[src/design/uart_trx_pkg.sv]
`default_nettype none

package uart_trx_pkg;

  // Widths fixed by the register map
  localparam int PERIOD_W    = 16;
  localparam int CFG_INDEX_W = 1;
  localparam int CFG_DATA_W  = 16;
  localparam int BYTE_W      = 8;

  // Packed item widths on the stream ports
  localparam int S_DATA_W = 16;
  localparam int M_DATA_W = 16;

  // Register indexes
  localparam logic [CFG_INDEX_W-1:0] CFG_BIT_PERIOD   = 1'd0;
  localparam logic [CFG_INDEX_W-1:0] CFG_INVERT_LOGIC = 1'd1;

  // Transmitter view of one tick
  typedef struct packed {
    logic level;
    logic busy;
  } tx_result_t;

  // Receiver view of one tick
  typedef struct packed {
    logic              valid;
    logic [BYTE_W-1:0] data;
    logic              busy;
  } rx_result_t;

endpackage

`default_nettype wire

[src/design/uart_trx_tx.sv]
`default_nettype none

module uart_trx_tx
  import uart_trx_pkg::*;
#(
  parameter int DATA_BITS = 8
) (
  input  wire logic                clk,
  input  wire logic                rst,
  input  wire logic                step,
  input  wire logic [PERIOD_W-1:0] bit_period,
  input  wire logic                invert_logic,
  input  wire logic                send_request,
  input  wire logic [BYTE_W-1:0]   send_byte,
  output tx_result_t               result
);

  // room for the slot index one past the stop slot
  localparam int IDX_W = $clog2(DATA_BITS + 3);
  localparam int SEL_W = (DATA_BITS > 1) ? $clog2(DATA_BITS) : 1;
  localparam logic [IDX_W-1:0] STOP_IDX = IDX_W'(DATA_BITS + 1);
  localparam logic [IDX_W-1:0] LAST_DATA_IDX = IDX_W'(DATA_BITS);

  logic [DATA_BITS-1:0] tx_shift, tx_shift_next;
  logic [IDX_W-1:0]     tx_bit_index, tx_bit_index_next;
  logic [PERIOD_W-1:0]  tx_tick_count, tx_tick_count_next;
  logic                 tx_active, tx_active_next;

  logic                   enabled;
  logic                   start;
  logic                   active_cur;
  logic [IDX_W-1:0]       idx_cur;
  logic [IDX_W-1:0]       idx_m1;
  logic [IDX_W-1:0]       idx_inc;
  logic [PERIOD_W:0]      cnt_inc;
  logic [DATA_BITS+7:0]   byte_wide;
  logic                   slot_bit;

  assign enabled   = (bit_period != '0);
  assign byte_wide = {{DATA_BITS{1'b0}}, send_byte};

  // Work out the slot level and the next frame state for this tick
  always_comb begin
    active_cur = tx_active && enabled;
    start      = !active_cur && send_request && enabled;
    idx_cur    = (enabled && !start) ? tx_bit_index : '0;
    tx_shift_next      = start ? byte_wide[DATA_BITS-1:0] : tx_shift;
    tx_active_next     = active_cur || start;
    tx_bit_index_next  = idx_cur;
    tx_tick_count_next = (enabled && !start) ? tx_tick_count : '0;
    idx_m1   = idx_cur - 1'b1;
    idx_inc  = idx_cur + 1'b1;
    cnt_inc  = {1'b0, tx_tick_count_next} + 1'b1;

    // start bit low, data LSB first, stop bit high
    if (idx_cur == '0) begin
      slot_bit = 1'b0;
    end else if (idx_cur <= LAST_DATA_IDX) begin
      slot_bit = tx_shift_next[idx_m1[SEL_W-1:0]];
    end else begin
      slot_bit = 1'b1;
    end

    if (tx_active_next) begin
      result.level = slot_bit ^ invert_logic;
      result.busy  = 1'b1;
      if (cnt_inc >= {1'b0, bit_period}) begin
        tx_tick_count_next = '0;
        if (idx_inc > STOP_IDX) begin
          tx_bit_index_next = '0;
          tx_active_next    = 1'b0;
        end else begin
          tx_bit_index_next = idx_inc;
        end
      end else begin
        tx_tick_count_next = cnt_inc[PERIOD_W-1:0];
      end
    end else begin
      result.level = ~invert_logic;
      result.busy  = 1'b0;
    end
  end

  // Advance the frame state on each accepted item
  always_ff @(posedge clk) begin
    if (rst) begin
      tx_active     <= 1'b0;
      tx_bit_index  <= '0;
      tx_tick_count <= '0;
    end else if (step) begin
      tx_active     <= tx_active_next;
      tx_bit_index  <= tx_bit_index_next;
      tx_tick_count <= tx_tick_count_next;
    end
  end

  // Hold the frame data
  always_ff @(posedge clk) begin
    if (step) begin
      tx_shift <= tx_shift_next;
    end
  end

endmodule

`default_nettype wire

[src/design/uart_trx_rx.sv]
`default_nettype none

module uart_trx_rx
  import uart_trx_pkg::*;
#(
  parameter int DATA_BITS = 8
) (
  input  wire logic                clk,
  input  wire logic                rst,
  input  wire logic                step,
  input  wire logic [PERIOD_W-1:0] bit_period,
  input  wire logic                invert_logic,
  input  wire logic                rx_level,
  output rx_result_t               result
);

  localparam int IDX_W = $clog2(DATA_BITS + 1);
  localparam int CNT_W = PERIOD_W + 2;
  localparam logic [IDX_W-1:0] LAST_IDX = IDX_W'(DATA_BITS);

  typedef enum logic [1:0] {
    PH_IDLE,
    PH_RECV,
    PH_GUARD
  } rx_phase_t;

  rx_phase_t            rx_phase, rx_phase_next;
  logic [IDX_W-1:0]     rx_bit_index, rx_bit_index_next;
  logic [CNT_W-1:0]     rx_tick_count, rx_tick_count_next;
  logic [DATA_BITS-1:0] rx_shift, rx_shift_next;

  logic                 enabled;
  rx_phase_t            phase_cur;
  logic [CNT_W-1:0]     cnt_dec;
  logic [CNT_W-1:0]     period_ext;
  logic [CNT_W-1:0]     first_wait;
  logic [CNT_W-1:0]     guard_wait;
  logic [IDX_W-1:0]     idx_inc;
  logic [DATA_BITS+7:0] shift_wide;

  assign enabled    = (bit_period != '0);
  assign period_ext = {2'b00, bit_period};
  assign first_wait = {3'b000, bit_period[PERIOD_W-1:1]} + period_ext;
  assign guard_wait = {1'b0, bit_period, 1'b0} + period_ext;

  // Step the receive sequencer for this tick
  always_comb begin
    phase_cur          = enabled ? rx_phase : PH_IDLE;
    rx_phase_next      = phase_cur;
    rx_bit_index_next  = enabled ? rx_bit_index : '0;
    rx_tick_count_next = enabled ? rx_tick_count : '0;
    rx_shift_next      = rx_shift;
    cnt_dec            = (rx_tick_count_next != '0) ? rx_tick_count_next - 1'b1
                                                    : rx_tick_count_next;
    idx_inc            = rx_bit_index_next + 1'b1;
    result.valid       = 1'b0;

    unique case (phase_cur)
      PH_RECV: begin
        rx_tick_count_next = cnt_dec;
        if (cnt_dec == '0) begin
          // sample mid-bit, shift in from the top
          rx_shift_next = {rx_level ^ invert_logic, rx_shift[DATA_BITS-1:1]};
          if (idx_inc >= LAST_IDX) begin
            result.valid       = 1'b1;
            rx_bit_index_next  = '0;
            rx_phase_next      = PH_GUARD;
            rx_tick_count_next = guard_wait;
          end else begin
            rx_bit_index_next  = idx_inc;
            rx_tick_count_next = period_ext;
          end
        end
      end
      PH_GUARD: begin
        rx_tick_count_next = cnt_dec;
        if (cnt_dec == '0) begin
          rx_phase_next = PH_IDLE;
        end
      end
      default: begin
        rx_phase_next = PH_IDLE;
        if (enabled && (rx_level == invert_logic)) begin
          rx_phase_next      = PH_RECV;
          rx_bit_index_next  = '0;
          rx_shift_next      = '0;
          rx_tick_count_next = first_wait;
        end
      end
    endcase

    shift_wide  = {8'h00, rx_shift_next};
    result.data = result.valid ? shift_wide[BYTE_W-1:0] : '0;
    result.busy = (rx_phase_next != PH_IDLE);
  end

  // Advance the sequencer on each accepted item
  always_ff @(posedge clk) begin
    if (rst) begin
      rx_phase      <= PH_IDLE;
      rx_bit_index  <= '0;
      rx_tick_count <= '0;
    end else if (step) begin
      rx_phase      <= rx_phase_next;
      rx_bit_index  <= rx_bit_index_next;
      rx_tick_count <= rx_tick_count_next;
    end
  end

  // Hold the assembled bits
  always_ff @(posedge clk) begin
    if (step) begin
      rx_shift <= rx_shift_next;
    end
  end

  a_guard_idx_clear: assert property (@(posedge clk) disable iff (rst)
    rx_phase == PH_GUARD |-> rx_bit_index == '0)
    else $error("rx guard time with a nonzero bit index");

  a_recv_idx_range: assert property (@(posedge clk) disable iff (rst)
    rx_phase == PH_RECV |-> rx_bit_index < LAST_IDX)
    else $error("rx bit index past the data width while receiving");

  a_busy_count_live: assert property (@(posedge clk) disable iff (rst)
    (rx_phase == PH_RECV || rx_phase == PH_GUARD) |-> rx_tick_count != '0)
    else $error("rx countdown at zero while busy");

endmodule

`default_nettype wire

[src/design/uart_transceiver_8n1.sv]
// Each accepted item's result is registered in the output register at the accepting edge.
// Throughput: one item per cycle unless the output register is stalled; each item is one tick
//   of line sampling; its TX and RX state is updated in one pass between state and output regs.
// Reset (rst, synchronous): bit period 0 (block disabled), normal polarity, TX and RX
//   idle, output register empty.
`default_nettype none

module uart_transceiver_8n1
  import uart_trx_pkg::*;
#(
  parameter int DATA_BITS = 8
) (
  input  wire logic                   clk,
  input  wire logic                   rst,
  // config write port
  input  wire logic                   cfg_we,
  input  wire logic [CFG_INDEX_W-1:0] cfg_index,
  input  wire logic [CFG_DATA_W-1:0]  cfg_data,
  // input items
  input  wire logic                   s_tvalid,
  output      logic                   s_tready,
  input  wire logic [S_DATA_W-1:0]    s_tdata,   // rx_level, send_request, send_byte[7:0]
  // result items
  output      logic                   m_tvalid,
  input  wire logic                   m_tready,
  output      logic [M_DATA_W-1:0]    m_tdata    // tx_level, tx_busy, rx_valid, rx_byte, rx_busy
);

  logic [PERIOD_W-1:0] bit_period;
  logic                invert_logic;
  logic                accept;
  tx_result_t          tx_res;
  rx_result_t          rx_res;
  logic [M_DATA_W-1:0] result_packed;

  // Take a new item whenever the output register is free or being drained
  assign s_tready = !m_tvalid || m_tready;
  assign accept   = s_tvalid && s_tready;

  // Configuration registers
  always_ff @(posedge clk) begin
    if (rst) begin
      bit_period   <= '0;
      invert_logic <= 1'b0;
    end else if (cfg_we) begin
      unique case (cfg_index)
        CFG_BIT_PERIOD:   bit_period   <= cfg_data[PERIOD_W-1:0];
        CFG_INVERT_LOGIC: invert_logic <= cfg_data[0];
        default: ;
      endcase
    end
  end

  uart_trx_tx #(
    .DATA_BITS (DATA_BITS)
  ) u_tx (
    .clk          (clk),
    .rst          (rst),
    .step         (accept),
    .bit_period   (bit_period),
    .invert_logic (invert_logic),
    .send_request (s_tdata[1]),
    .send_byte    (s_tdata[9:2]),
    .result       (tx_res)
  );

  uart_trx_rx #(
    .DATA_BITS (DATA_BITS)
  ) u_rx (
    .clk          (clk),
    .rst          (rst),
    .step         (accept),
    .bit_period   (bit_period),
    .invert_logic (invert_logic),
    .rx_level     (s_tdata[0]),
    .result       (rx_res)
  );

  // Pack the result item, lowest field first
  assign result_packed = {4'h0, rx_res.busy, rx_res.data, rx_res.valid,
                          tx_res.busy, tx_res.level};

  // Output register
  always_ff @(posedge clk) begin
    if (rst) begin
      m_tvalid <= 1'b0;
    end else if (accept) begin
      m_tvalid <= 1'b1;
    end else if (m_tready) begin
      m_tvalid <= 1'b0;
    end
  end

  always_ff @(posedge clk) begin
    if (accept) begin
      m_tdata <= result_packed;
    end
  end

  a_valid_implies_busy: assert property (@(posedge clk) disable iff (rst)
    m_tvalid && m_tdata[2] |-> m_tdata[11])
    else $error("received byte reported without rx busy");

  a_disabled_idle: assert property (@(posedge clk) disable iff (rst)
    accept && bit_period == '0 |=> !m_tdata[1] && !m_tdata[11] && !m_tdata[2])
    else $error("activity reported while disabled");

  a_idle_line_level: assert property (@(posedge clk) disable iff (rst)
    m_tvalid && !m_tdata[1] |-> m_tdata[0] == !invert_logic)
    else $error("tx line not at idle level while not busy");

endmodule

`default_nettype wire

[config.mk]
export PLATFORM = sky130hd
export DESIGN_NAME = uart_transceiver_8n1
export DESIGN_NICKNAME = d
export VERILOG_FILES = /design/src/design/uart_trx_pkg.sv /design/src/design/uart_trx_tx.sv /design/src/design/uart_trx_rx.sv /design/src/design/uart_transceiver_8n1.sv
export SDC_FILE = /design/constraint.sdc
export NUM_CORES = 1
export LEC_CHECK = 0
export ABC_AREA = 1
export BUFFER_PORTS_ARGS = -buffer_cell sky130_fd_sc_hd__buf_2
export CORE_AREA = 3 3 134 136
export CTS_CLUSTER_SIZE = 28
export DETAILED_ROUTE_END_ITERATION = 16
export DIE_AREA = 0 0 137 139
export HOLD_SLACK_MARGIN = 0.1
export PLACE_DENSITY = 0.67
export SYNTH_ARGS = -nofsm -noshare
export SYNTH_HDL_FRONTEND = slang
export SYNTH_HIERARCHICAL = 1
export SYNTH_SLANG_ARGS = --single-unit
[constraint.sdc]
create_clock -name clk -period 7.95 [get_ports clk]
set_input_delay 1.1925 -clock clk [delete_from_list [all_inputs] [get_ports clk]]
set_output_delay 1.1925 -clock clk [all_outputs]
set_load 0.005 [all_outputs]
======== Yosys cells after proc, flatten, opt, wreduce, memory -nomap -nowiden ========
Index checks and enable logic that the tools add are counted.
word-level totals
  bits in registers ....................... 91
  bits in latches ......................... 0
  memory bits (writable) .................. 0
  bits in read-only memories .............. 0
  output and inout bits ................... 18
  word-level logic and storage cells ...... 92
  memories kept ........................... 0
operators by class
  $add $sub $neg .......................... 7
  multiply operators ...................... 0
  div/mod/pow operators ................... 0
  $lt $le $gt $ge ......................... 5
  equality and inequality tests ........... 3
  shifts and indexed selects .............. 0
  multiplexer cells ....................... 41
  bitwise gates (word level) .............. 4
  reductions and logical operators ........ 19
operators by type and width
  operator                                                               number
  18-bit two-way mux                                                     5
  16-bit two-way mux                                                     3
  18-bit one-hot mux with 2 select lines                                 1
  4-bit two-way mux                                                      8
  8-bit two-way mux                                                      3
  17-bit by 16-bit adder with 18-bit output                              1
  18-bit logical NOT                                                     1
  18-bit nonzero test                                                    1
  18-bit by 1-bit subtractor with 18-bit output (second input constant)  1
  15-bit by 16-bit adder with 17-bit output                              1
  16-bit by 1-bit adder with 17-bit output (second input constant)       1
  17-bit by 16-bit >= comparator with 1-bit output                       1
  8-bit one-hot mux with 2 select lines                                  1
  16-bit nonzero test                                                    1
  1-bit two-way mux                                                      12
  2-bit two-way mux                                                      5
  4-bit by 1-bit adder with 4-bit output (second input constant)         2
  4-bit one-hot mux with 2 select lines                                  1
  1-bit logical AND                                                      6
  4-bit >= comparator (second input constant)                            1
  4-bit > comparator (second input constant)                             1
  4-bit less-or-equal comparator (second input constant)                 1
  4-bit logical NOT                                                      1
  3-bit by 4-bit < comparator with 1-bit output (second input constant)  1
  12 further kinds                                                       19

======== Longest topological paths before layout ========
Gate-level depths: netlist of run 1.
  depth in word-level cells ............... 15
  depth in mapped cells ................... 28
  depth with buffers taken out ............ 27

======== Modules after synthesis ========
The synthesis of run 1 kept the hierarchy.
by module, submodules not included
  module                instances  cells each  area each (um^2)  sequential area each (um^2)
  uart_trx_rx           1          778         4519.3            720.7
  uart_trx_tx           1          403         2732.6            660.6
  uart_transceiver_8n1  1          133         1179.9            720.7

======== Worst setup path before layout of run 1 ========
OpenSTA, ideal clock, no wires.
  path kind ............................... input-to-reg
  start ................................... in s_tdata[1]
  end ..................................... reg u_tx.tx_tick_count[6]
  setup time .............................. 74 ps
  data arrival time ....................... 3945 ps
  required time ........................... 7876 ps
  setup slack ............................. 3931 ps
  cell stages on the path ................. 22
  buffers on the path ..................... 2
  cells stage by stage .................... inv_1 o21ai_4 buf_12 nor2_1 ha_1 nand3_2 nor2_4 xor2_1 ha_1 a21o_1 nor2_1 nand3_1 nand2_1 nand2_1 nand2_1 nand2_1 a21oi_1 nand2_4 nor2_8 buf_6 nand2_1 a31oi_1
on the way
  cells in the longest elaborated chain, start to end .. 9
  elaborated cells between the ends (all ways) .. 10
ends and longest elaborated chain
  element                                           line                        RTL
  start: declaration                                uart_transceiver_8n1.sv:22  input wire logic [S_DATA_W-1:0] s_tdata,
  1-bit logical AND * (2 in a row)                  uart_trx_tx.sv:45           start = !active_cur && send_request && enabled;
  1-bit logical NOT                                 uart_trx_tx.sv:50           tx_tick_count_next = (enabled && !start) ? tx_tick_count : '0;
  1-bit logical AND                                 uart_trx_tx.sv:50
  16-bit two-way mux                                uart_trx_tx.sv:50
  16-bit by 1-bit adder with 17-bit output          uart_trx_tx.sv:53           cnt_inc = {1'b0, tx_tick_count_next} + 1'b1;
  17-bit by 16-bit >= comparator with 1-bit output  uart_trx_tx.sv:67           if (cnt_inc >= {1'b0, bit_period}) begin
  16-bit two-way mux                                uart_trx_tx.sv:67
  16-bit two-way mux *                              uart_trx_tx.sv:64           if (tx_active_next) begin
  end signal: assignment                            uart_trx_tx.sv:93           tx_tick_count <= tx_tick_count_next;
  end: declaration                                  uart_trx_tx.sv:26           logic [PERIOD_W-1:0] tx_tick_count, tx_tick_count_next;
Mark *: on every way between the ends. The rest lies on a longest branch, timed or not.
A chain may end at the register's enable or synchronous reset.

======== Final worst setup path of run 1 ========
  start ................................... in s_tdata[1]
  end ..................................... reg u_tx.tx_tick_count[15]
The elaborated chain is that of the path after synthesis.

==> summary.md, run 1 <==
Clock tree
* 91 — TritonCTS Sinks
* 9 — CTS Buf Count
* 70 ps — Reg clk slew, reported paths
* 0 — post-CTS setup buffer count
* sky130_fd_sc_hd__clkbuf_16 — clock root cell
* 360 ps — clock latency at the later pin of the worst-skew pair
* 2 — clock tree buffer depth
* 0 — post-cts gate resize count
* 0 — hold buffer count at CTS
* 3 — CTS HTree Levels
* built — TritonCTS clock tree

Placed design
* 0.966 — Final GP Congestion
* 16.0 mm — Detailed Place HPWL
* 0.00869 mm2 — Post-DP Area
* 45 — Port Buffer Count

Route
* 0 — number of remaining DRC errors
* 0 — antenna viol nets, final
* 14.2 um — DR WL/cell
* 5.33 — routed vias/inst
* 22.1 mm — Total Wirelength
* 7 — number of iterations in the first detailed-routing pass
* 8317 — total vias in the final route
* 645 — detailed router's first-iteration violation count

Hold path
* reg -> reg — worst hold-check path type
* u_tx/tx_tick_count[0] — worst hold path startpoint

Timing
* 0 ps — total negative slack
* 4610 ps — post-route minimum period
* 0 — final count of hold timing violations
* 0 — total setup violations reported at the end of the flow
* 0.580 — Final Cycle Share
* 14.5 ps — Fin Clk Skew
* 476 ps — final hold slack
* 911 ps — Worst Tran Pin Value
* 0 — number of pins with negative max-slew slack in the final report
* 0.392 — headroom to the max-slew limit
* 217 MHz — Max Fclk
* false — RSZ-0062 raised after global routing

Worst setup path
* 8250 ps — worst endpoint required time
* s_tdata[1] — beginning of the critical path
* 4910 ps — Worst Path Arrival
* 3370 ps — setup slack, reg-to-reg
* in -> reg — path type of the worst setup path
* 21 — Reg2Reg Depth
* 16 — largest fanout of any net on the critical path
* u_tx/tx_tick_count[15] — destination of the critical timing path
* primary input — startpoint types
* m_tdata[5] — RR Endpoint
* flip-flop — Critical Path End Type
* bit_period[14] — Critical R2R Launch

Finish
* 0 — ANT cells
* 0.00900 mm2 — summed area of non-filler cells in the final layout
* 0.115 — ratio of cells with drive above 1 in the final layout
* 1416 — Total Nets Final
* 6.71% — Area growth syn-to-layout

Floorplanning
* 137 um — x dimension of the die
* 56 — IO Pins
* 48 — number of cell rows
* 0.0190 mm2 — full die area
* 0.494 — starting density of the core
* 139 um — vertical extent of the die
* 0.0171 mm2 — placeable core region

Global route
* 36.2 mm — wire length of the first global-routing pass
* 0.315 — met1 track utilization from global routing
* 7450 — number of global-route vias before repair
* met2 — routing layer with the top usage in global route
* 0.232 — Total Routing Usage GR
* 0.0301 — global routing met3 resource utilization
* 0.385 — met2 track utilization from global routing
* 0 — initial antenna violation count
* 62 — pin count of the biggest net entering global routing
* 0 — global-route congestion overflow total

Logic synthesis
* 55 — distinct cell type count of the synthesized netlist
* 6 — count of synthesis-stage warnings from yosys
* 1314 — post-synthesis instance total
* 6.42 um2 — Synth Area per Inst
* 0 — Async SR Flop Fraction
* 91 — number of flip-flops and latches in the synthesized netlist
* 0.00843 mm2 — Cell Area, Synth
* sky130_fd_sc_hd__dfxtp_1 — most used flip-flop cell after synthesis
* 0.249 — portion of the post-synthesis area used by sequential elements
* 28 — EDFF count, synth

Run status
* finished clean — outcome

Power and ir drop
* 185 mW/mm2 — total power density per cell area
* 0.00439 uW — static leakage
* 0.000160 V — maximum vdd ir drop

Flow run
* 0 — reported max-cap violation count

final cells by class:
| class | count | area, um2 |
|---|---|---|
| repair buffers | 50 | 263 |
| well taps | 225 | 282 |
| clock inverters | 6 | 71.3 |
| inverters | 179 | 674 |
| multi-input cells | 998 | 5370 |
| fillers | 1792 | 8060 |
| flip-flops and latches | 91 | 2100 |
| clock buffers | 10 | 239 |
worst max-delay path: stages:
cell                      delay (ps)
sky130_fd_sc_hd__buf_2           120
sky130_fd_sc_hd__inv_1           150
sky130_fd_sc_hd__o21ai_4         700
sky130_fd_sc_hd__nor2_1          130
sky130_fd_sc_hd__ha_1            270
sky130_fd_sc_hd__nand3_2         140
sky130_fd_sc_hd__nor2_4           70
sky130_fd_sc_hd__xor2_1          220
sky130_fd_sc_hd__ha_1            290
sky130_fd_sc_hd__a21o_1          160
sky130_fd_sc_hd__nor2_1          140
sky130_fd_sc_hd__nand3_1          90
sky130_fd_sc_hd__nand2_1          60
sky130_fd_sc_hd__nand2_1          40
sky130_fd_sc_hd__nand2_1          50
sky130_fd_sc_hd__nand2_1          40
sky130_fd_sc_hd__a21oi_1         270
sky130_fd_sc_hd__nand2_4         150
sky130_fd_sc_hd__nor2_8          260
sky130_fd_sc_hd__inv_1            90
sky130_fd_sc_hd__nor2_1          110
sky130_fd_sc_hd__nor2_1           50
sky130_fd_sc_hd__nor2_1           80
cells in the mapped netlist, types with 3 or more instances:
library cell | number | area, um2
sky130_fd_sc_hd__clkbuf_1 | 20 | 75.1
sky130_fd_sc_hd__nand2_2 | 13 | 81.3
sky130_fd_sc_hd__nand2_4 | 5 | 56.3
sky130_fd_sc_hd__nand2_1 | 388 | 1460
sky130_fd_sc_hd__nor2_1 | 108 | 405
sky130_fd_sc_hd__a21oi_2 | 8 | 70.1
sky130_fd_sc_hd__xor2_1 | 18 | 158
sky130_fd_sc_hd__a31oi_1 | 13 | 81.3
sky130_fd_sc_hd__inv_1 | 170 | 638
sky130_fd_sc_hd__nor2_2 | 8 | 50.1
sky130_fd_sc_hd__or2_2 | 3 | 18.8
sky130_fd_sc_hd__nor3_1 | 3 | 15.0
sky130_fd_sc_hd__a21oi_1 | 65 | 325
sky130_fd_sc_hd__o21bai_1 | 4 | 30.0
sky130_fd_sc_hd__nand3_1 | 125 | 626
sky130_fd_sc_hd__nor2_8 | 3 | 60.1
sky130_fd_sc_hd__and2_1 | 3 | 18.8
sky130_fd_sc_hd__buf_4 | 6 | 45.0
sky130_fd_sc_hd__edfxtp_1 | 28 | 841
sky130_fd_sc_hd__xnor2_1 | 8 | 70.1
sky130_fd_sc_hd__o21ai_0 | 70 | 350
sky130_fd_sc_hd__ha_1 | 48 | 601
sky130_fd_sc_hd__o21ai_1 | 19 | 95.1
sky130_fd_sc_hd__nand3_2 | 3 | 30.0
sky130_fd_sc_hd__nor2_4 | 13 | 146
sky130_fd_sc_hd__o211ai_1 | 16 | 120
sky130_fd_sc_hd__o21ai_2 | 10 | 87.6
sky130_fd_sc_hd__a21o_1 | 5 | 37.5
sky130_fd_sc_hd__nand4_1 | 14 | 87.6
sky130_fd_sc_hd__inv_2 | 7 | 26.3
sky130_fd_sc_hd__buf_2 | 11 | 55.1
sky130_fd_sc_hd__buf_6 | 10 | 113
sky130_fd_sc_hd__dfxtp_1 | 63 | 1260
registers in the layout, summed over array words and instances (netlist names):
| register | cells |
|---|---|
| invert_logic | 1 |
| m_tdata | 12 |
| u_tx/tx_bit_index | 4 |
| u_tx/tx_shift | 8 |
| u_rx/rx_bit_index | 4 |
| u_rx/rx_phase | 2 |
| u_tx/tx_tick_count | 16 |
| u_rx/rx_tick_count | 18 |
| m_tvalid | 1 |
| u_rx/rx_shift | 8 |
| u_tx/tx_active | 1 |
| bit_period | 16 |
routing by layer:
metal | routed length (um) | part of all wire
met1 | 10300 | 0.46
met2 | 10400 | 0.47
met3 | 1030 | 0.046
met4 | 422 | 0.019
met5 | 0 | 0
power by group:
| part | internal, uW | switching (uW) |
|---|---|---|
| logic | 200 | 450 |
| clock network | 255 | 203 |
| registers | 521 | 37.6 |
metrics by stage:
stage	worst slack [ps]	utilization	power [uW]	instances
detailed placement	3000	0.509	1200	1543
CTS	3350	0.528	1670	1559
finish	3340	0.528	1670	1559
floorplan	3930	-	1070	1317
global route	2920	0.528	1770	1559
global placement	3000	0.509	1200	1543
logic make-up after synthesis:
logic type	count (synthesis)	synth area share
simple gates	698	0.373
fa+ha+maj	49	0.0736
flops	91	0.249
compound gates	218	0.153
buf+inv	228	0.117
xor+xnor	29	0.0328
other cells	1	0.000445
worst min-delay path by stage:
stage,end,cells after the start
finish,u_tx/tx_tick_count[0],2
global route,u_rx/rx_tick_count[16],2
CTS,u_tx/tx_tick_count[0],2
detailed placement,u_tx/tx_tick_count[0],2
global placement,u_tx/tx_bit_index[3],2
floorplan,u_tx/tx_bit_index[3],2
placed cells by master, fill, tap and decap left out, types with 7 or more instances in the layout:
cell type | Yosys | final
sky130_fd_sc_hd__nand2_1 | 388 | 388
sky130_fd_sc_hd__inv_1 | 170 | 170
sky130_fd_sc_hd__nand3_1 | 125 | 125
sky130_fd_sc_hd__nor2_1 | 108 | 108
sky130_fd_sc_hd__o21ai_0 | 70 | 70
sky130_fd_sc_hd__a21oi_1 | 65 | 64
sky130_fd_sc_hd__dfxtp_1 | 63 | 63
sky130_fd_sc_hd__ha_1 | 48 | 48
sky130_fd_sc_hd__buf_2 | 11 | 45
sky130_fd_sc_hd__edfxtp_1 | 28 | 28
sky130_fd_sc_hd__o21ai_1 | 19 | 19
sky130_fd_sc_hd__xor2_1 | 18 | 18
sky130_fd_sc_hd__o211ai_1 | 16 | 16
sky130_fd_sc_hd__nand4_1 | 14 | 14
sky130_fd_sc_hd__nor2_4 | 13 | 13
sky130_fd_sc_hd__nand2_2 | 13 | 13
sky130_fd_sc_hd__a31oi_1 | 13 | 13
sky130_fd_sc_hd__o21ai_2 | 10 | 10
sky130_fd_sc_hd__clkbuf_16 | 0 | 9
sky130_fd_sc_hd__nor2_2 | 8 | 8
sky130_fd_sc_hd__xnor2_1 | 8 | 8
sky130_fd_sc_hd__a21oi_2 | 8 | 8
sky130_fd_sc_hd__inv_2 | 7 | 7
Note: power is estimated with default switching activity, not from simulation.
==> run 2, diff against run 1 <==
Settings changed: PLACE_DENSITY 0.67 to 0.7.
Clock period 7.95 ns to 4.18 ns, I/O delays scaled along.
==> summary.md, run 2 (same netlist as run 1, synthesis figures left out) <==
Run status
* finished clean — outcome

Floorplanning
* 137 um — x dimension of the die
* 0.0190 mm2 — full die area
* 48 — number of cell rows
* 139 um — vertical extent of the die
* 56 — IO Pins
* 0.0171 mm2 — placeable core region
* 0.494 — starting density of the core

Finish
* 0.131 — ratio of cells with drive above 1 in the final layout
* 1436 — Total Nets Final
* 0 — ANT cells
* sky130_fd_sc_hd__nand2_1, sky130_fd_sc_hd__inv_1, sky130_fd_sc_hd__nand3_1 — most frequent cells in the layout
* 8.93% — Area growth syn-to-layout
* 0.00919 mm2 — summed area of non-filler cells in the final layout
* 1732 — count of filler cells inserted in the layout
* u_rx/rx_tick_count x18, bit_period x16, u_tx/tx_tick_count x16 — Top Registers
* 18 — number of flip-flops in the largest register
* sky130_fd_sc_hd__nand2_1 — commonest non-fill, non-tap cell in the layout
* u_rx/rx_tick_count — register with the highest flop count

Route
* 22.1 mm — Total Wirelength
* 0 — number of remaining DRC errors
* 570 — detailed router's first-iteration violation count
* 8343 — total vias in the final route
* 5.28 — routed vias/inst
* 14.0 um — DR WL/cell
* 0 — antenna viol nets, final
* 5 — number of iterations in the first detailed-routing pass

Worst setup path
* sky130_fd_sc_hd__dfxtp_1 — Slowest cell on crit path
* 4460 ps — worst endpoint required time
* flip-flop — Critical Path End Type
* reg -> reg — path type of the worst setup path
* 14 — largest fanout of any net on the critical path
* 3 — critical path buffer and inverter count
* 4110 ps — Worst Path Arrival
* sky130_fd_sc_hd__nand2_1 — cell with the most instances on the worst path
* simple AND/OR/NAND/NOR gates — family of cells with the greatest summed delay on the critical path
* 430 ps — CP max stage delay
* inv_1, nand3_1, nor2_2, nand2_4, o21ai_4, buf_4, nor2_2, nand2_2, nor3_4, nand2_1, xnor2_2, ha_1, nand2_1, o21ai_0, nor2_1, nand2_1, nand2_1, nand2_1, a21oi_1, nand2_4, nor2_8, buf_12, nand2_1, a31oi_1 — Cell Chain, Critical Path
* flip-flop — startpoint types

Global route
* 0 — initial antenna violation count
* 7764 — number of global-route vias before repair
* 0 — global-route congestion overflow total
* 37.3 mm — wire length of the first global-routing pass
* 0.238 — Total Routing Usage GR
* 91 — pin count of the biggest net entering global routing

Timing
* 0.917 — Final Cycle Share
* 0 ps — total negative slack
* 0 — number of pins with negative max-slew slack in the final report
* 0.389 — headroom to the max-slew limit
* false — RSZ-0062 raised after global routing
* 3830 ps — post-route minimum period
* 261 MHz — Max Fclk
* 13.1 ps — Fin Clk Skew
* 917 ps — Worst Tran Pin Value
* 0 — final count of hold timing violations
* 0 — total setup violations reported at the end of the flow

Clock tree
* 70 ps — Reg clk slew, reported paths
* 3 — CTS HTree Levels
* built — TritonCTS clock tree
* 2 — clock tree buffer depth
* 370 ps — clock latency at the later pin of the worst-skew pair
* 91 — TritonCTS Sinks
* 0 — post-CTS setup buffer count
* sky130_fd_sc_hd__clkbuf_16 — clock root cell
* 9 — CTS Buf Count

Power and ir drop
* 0.000234 V — maximum vdd ir drop
* 356 mW/mm2 — total power density per cell area
* 0.00451 uW — static leakage

Placed design
* 45 — Port Buffer Count
* 0.00885 mm2 — Post-DP Area
* 0.944 — Final GP Congestion
* 16.3 mm — Detailed Place HPWL

Hold path
* reg -> reg — worst hold-check path type

Flow run
* 0 — reported max-cap violation count

run 2: final timing paths:
kind / from / end / slack [ps] / cells past startpoint
min: u_tx/tx_bit_index[3] / u_tx/tx_bit_index[3] / 470 / 2
max reg2reg: bit_period[6] / u_tx/tx_tick_count[8] / 350 / 24
min reg2reg: u_tx/tx_bit_index[3] / u_tx/tx_bit_index[3] / 470 / 2
max: bit_period[6] / u_tx/tx_tick_count[8] / 350 / 24
run 2: final cells by class:
type	count	area (um2)	area share
clock buffers	9	225	0.0245
clock inverters	7	97.6	0.0106
inverters	179	674	0.0734
multi-input cells	998	5370	0.585
flip-flops and latches	91	2110	0.229
well taps	225	282	0.0306
repair buffers	70	425	0.0463
run 2: report_power, final:
group	total, uW	internal, uW	switching [uW]	leakage (uW)
clock network	919	529	390	0.000154
logic	1300	422	874	0.00356
registers	1060	991	65.6	0.000800
run 2: layer usage:
layer	track usage	share of wire
met1	0.315	0.46
met2	0.384	0.45
met3	0.0464	0.055
met4	0.0856	0.027
met5	0	0
run 2: metrics by stage:
step | hold slack (ps) | power (uW) | utilization | worst slack (ps) | cells
final | 469 | 3270 | 0.539 | 347 | 1579
after global routing | 496 | 3490 | 0.539 | 3.54 | 1579
after CTS | 472 | 3280 | 0.538 | 357 | 1579
after detailed placement | 462 | 2340 | 0.519 | 394 | 1563
after global placement | 456 | 2320 | 0.519 | 403 | 1563
after floorplan | 439 | 2040 | - | 726 | 1317
run 2: timing repair:
action / 4_1_cts / 5_1_grt
hold endpoints to repair: 0 / 0
hold buffers: 0 / 0
setup endpoints to repair: 0 / 10
resized for setup: 0 / 5
run 2: worst min-delay path: stages, from the launching register on:
cell	delay, ps
sky130_fd_sc_hd__dfxtp_1	310
sky130_fd_sc_hd__nand2_1	60
sky130_fd_sc_hd__a21oi_1	50
==> run 3, diff against run 2 <==
Settings changed: CORE_AREA 3 3 134 136 to 5 5 98 192, DIE_AREA 0 0 137 139 to 0 0 103 197.
==> summary.md, run 3 (same netlist as run 1, synthesis figures left out) <==
Clock tree
* 91 — TritonCTS Sinks
* 360 ps — clock latency at the later pin of the worst-skew pair
* 2 — clock tree buffer depth
* 0 — post-CTS setup buffer count
* 0 — hold buffer count at CTS
* sky130_fd_sc_hd__clkbuf_16 — clock root cell
* 80 ps — Reg clk slew, reported paths
* 3 — CTS HTree Levels
* 9 — CTS Buf Count
* built — TritonCTS clock tree

Worst setup path
* simple AND/OR/NAND/NOR gates — family of cells with the greatest summed delay on the critical path
* 2 — critical path buffer and inverter count
* flip-flop — startpoint types
* sky130_fd_sc_hd__nand2_1 — cell with the most instances on the worst path
* flip-flop — Critical Path End Type
* 390 ps — CP max stage delay
* sky130_fd_sc_hd__dfxtp_1 — Slowest cell on crit path
* m_tdata[11] — RR Endpoint
* 20 — Reg2Reg Depth
* 12 — largest fanout of any net on the critical path
* 350 ps — setup slack, reg-to-reg
* inv_1, ha_1, nand2_1, nor2_2, nand2_4, nand2_2, ha_1, nand2_2, nor2_4, nand3_2, nand2_1, buf_4, nand4_1, or2_1, nor2_4, nand3_1, nand3_1, nor2_1, nor2_1, nand2_1 — Cell Chain, Critical Path
* bit_period[3] — Critical R2R Launch
* 4300 ps — worst endpoint required time
* reg -> reg — path type of the worst setup path
* bit_period[3] — beginning of the critical path
* 3940 ps — Worst Path Arrival

Global route
* 91 — pin count of the biggest net entering global routing
* 0.245 — met1 track utilization from global routing
* 0 — initial antenna violation count
* 0.266 — Total Routing Usage GR
* 41.5 mm — wire length of the first global-routing pass
* 0.0305 — global routing met3 resource utilization
* met2 — routing layer with the top usage in global route
* 0 — global-route congestion overflow total
* 8557 — number of global-route vias before repair
* 0.496 — met2 track utilization from global routing

Placed design
* 45 — Port Buffer Count
* 20.7 mm — Detailed Place HPWL
* 1.01 — Final GP Congestion

Finish
* 1448 — Total Nets Final
* 0.136 — ratio of cells with drive above 1 in the final layout
* u_rx/rx_tick_count — register with the highest flop count
* 0.537 — core occupancy in the finished layout
* 9.50% — Area growth syn-to-layout
* 1822 — count of filler cells inserted in the layout
* 0.00210 mm2 — Register Area
* u_rx/rx_tick_count x18, bit_period x16, u_tx/tx_tick_count x16 — Top Registers
* 0.00538 mm2 — Multi-input gate area
* sky130_fd_sc_hd__nand2_1 — commonest non-fill, non-tap cell in the layout
* sky130_fd_sc_hd__nand2_1, sky130_fd_sc_hd__inv_1, sky130_fd_sc_hd__nand3_1 — most frequent cells in the layout
* 0 — ANT cells
* 18 — number of flip-flops in the largest register

Power and ir drop
* 0.000202 V — maximum vdd ir drop
* 0.00456 uW — static leakage
* 355 mW/mm2 — total power density per cell area

Hold path
* 2 — cell depth of the worst hold path
* u_tx/tx_bit_index[3] — capture endpoint of the worst hold path
* reg -> reg — worst hold-check path type
* u_tx/tx_bit_index[3] — worst hold path startpoint

Timing
* 0 — total setup violations reported at the end of the flow
* 3830 ps — post-route minimum period
* 0 — final count of hold timing violations
* 0.915 — Final Cycle Share
* 966 ps — Worst Tran Pin Value
* 11.2 ps — Fin Clk Skew
* 0.356 — headroom to the max-slew limit
* 0 ps — total negative slack
* 261 MHz — Max Fclk
* 0 — number of pins with negative max-slew slack in the final report
* false — RSZ-0062 raised after global routing

Route
* 8645 — total vias in the final route
* 16.6 um — DR WL/cell
* 0 — number of remaining DRC errors
* 5 — number of iterations in the first detailed-routing pass
* 0 — antenna viol nets, final
* 26.2 mm — Total Wirelength
* 5.49 — routed vias/inst
* 384 — detailed router's first-iteration violation count

Floorplanning
* 68 — number of cell rows
* 0.0172 mm2 — placeable core region
* 103 um — x dimension of the die
* 0.491 — starting density of the core
* 56 — IO Pins
* 197 um — vertical extent of the die
* 0.0203 mm2 — full die area

Flow run
* 0 — reported max-cap violation count

Run status
* finished clean — outcome

run 3: changes by cell type in the layout (fill, tap and decap cells not counted), moves of 2 or more:
cell / previous run / this run
sky130_fd_sc_hd__bufinv_16: 2 / 0
sky130_fd_sc_hd__clkinv_4: 0 / 2
sky130_fd_sc_hd__dfxtp_1: 59 / 62
sky130_fd_sc_hd__dfxtp_2: 4 / 1
sky130_fd_sc_hd__buf_4: 24 / 34
run 3: worst max-delay path by stage:
stage | endpoint | slack (ps) | depth (start not counted)
CTS | u_tx/tx_tick_count[6] | 290 | 24
global route | m_tdata[8] | 4 | 21
floorplan | u_tx/tx_tick_count[6] | 730 | 22
global placement | u_tx/tx_tick_count[4] | 350 | 24
detailed placement | u_tx/tx_tick_count[6] | 320 | 24
finish | m_tdata[11] | 350 | 20
run 3: per-layer routing:
layer | vias to the layer above | share of wire | wire (um)
li1 | 4333 | - | -
met1 | 3907 | 0.32 | 8510
met2 | 261 | 0.54 | 14200
met3 | 144 | 0.037 | 957
met4 | 0 | 0.098 | 2560
met5 | - | 0 | 0
run 3: power breakdown:
group | switching (uW) | internal, uW | total (uW)
Sequential | 70.6 | 990 | 1060
Clock | 408 | 419 | 827
Combinational | 947 | 444 | 1390
Total | 1430 | 1850 | 3280
run 3: through the flow:
| step | instances | power, uW | cell area [um2] | setup WS [ps] | hold slack [ps] |
|---|---|---|---|---|---|
| finish | 1576 | 3280 | 9230 | 354 | 468 |
| global route | 1576 | 3500 | 9230 | 4.05 | 498 |
| CTS | 1575 | 3270 | 9220 | 290 | 467 |
| detailed placement | 1559 | 2440 | 8930 | 319 | 456 |
| floorplan | 1317 | 2040 | 8440 | 726 | 439 |
| global placement | 1559 | 2420 | 8930 | 349 | 454 |
run 3: timing repair:
item | CTS | global route
endpoints found under the setup margin | 0 | 10
resized for setup | 0 | 1
hold endpoints to repair | 0 | 0
run 3: area by class of cell:
class,count,share of cell area
Timing Repair Buffer,81,0.0564
Tap cell,210,0.0285
Clock buffer,9,0.0244
Inverter,179,0.0730
Multi-Input combinational cell,999,0.582
Clock inverter,7,0.00759
Sequential cell,91,0.228
run 3: tightest hold or removal path: cells and delay by family (launching register included):
family,cells,cell delay (ps)
flops,1,310
simple gates,1,60
compound gates,1,50
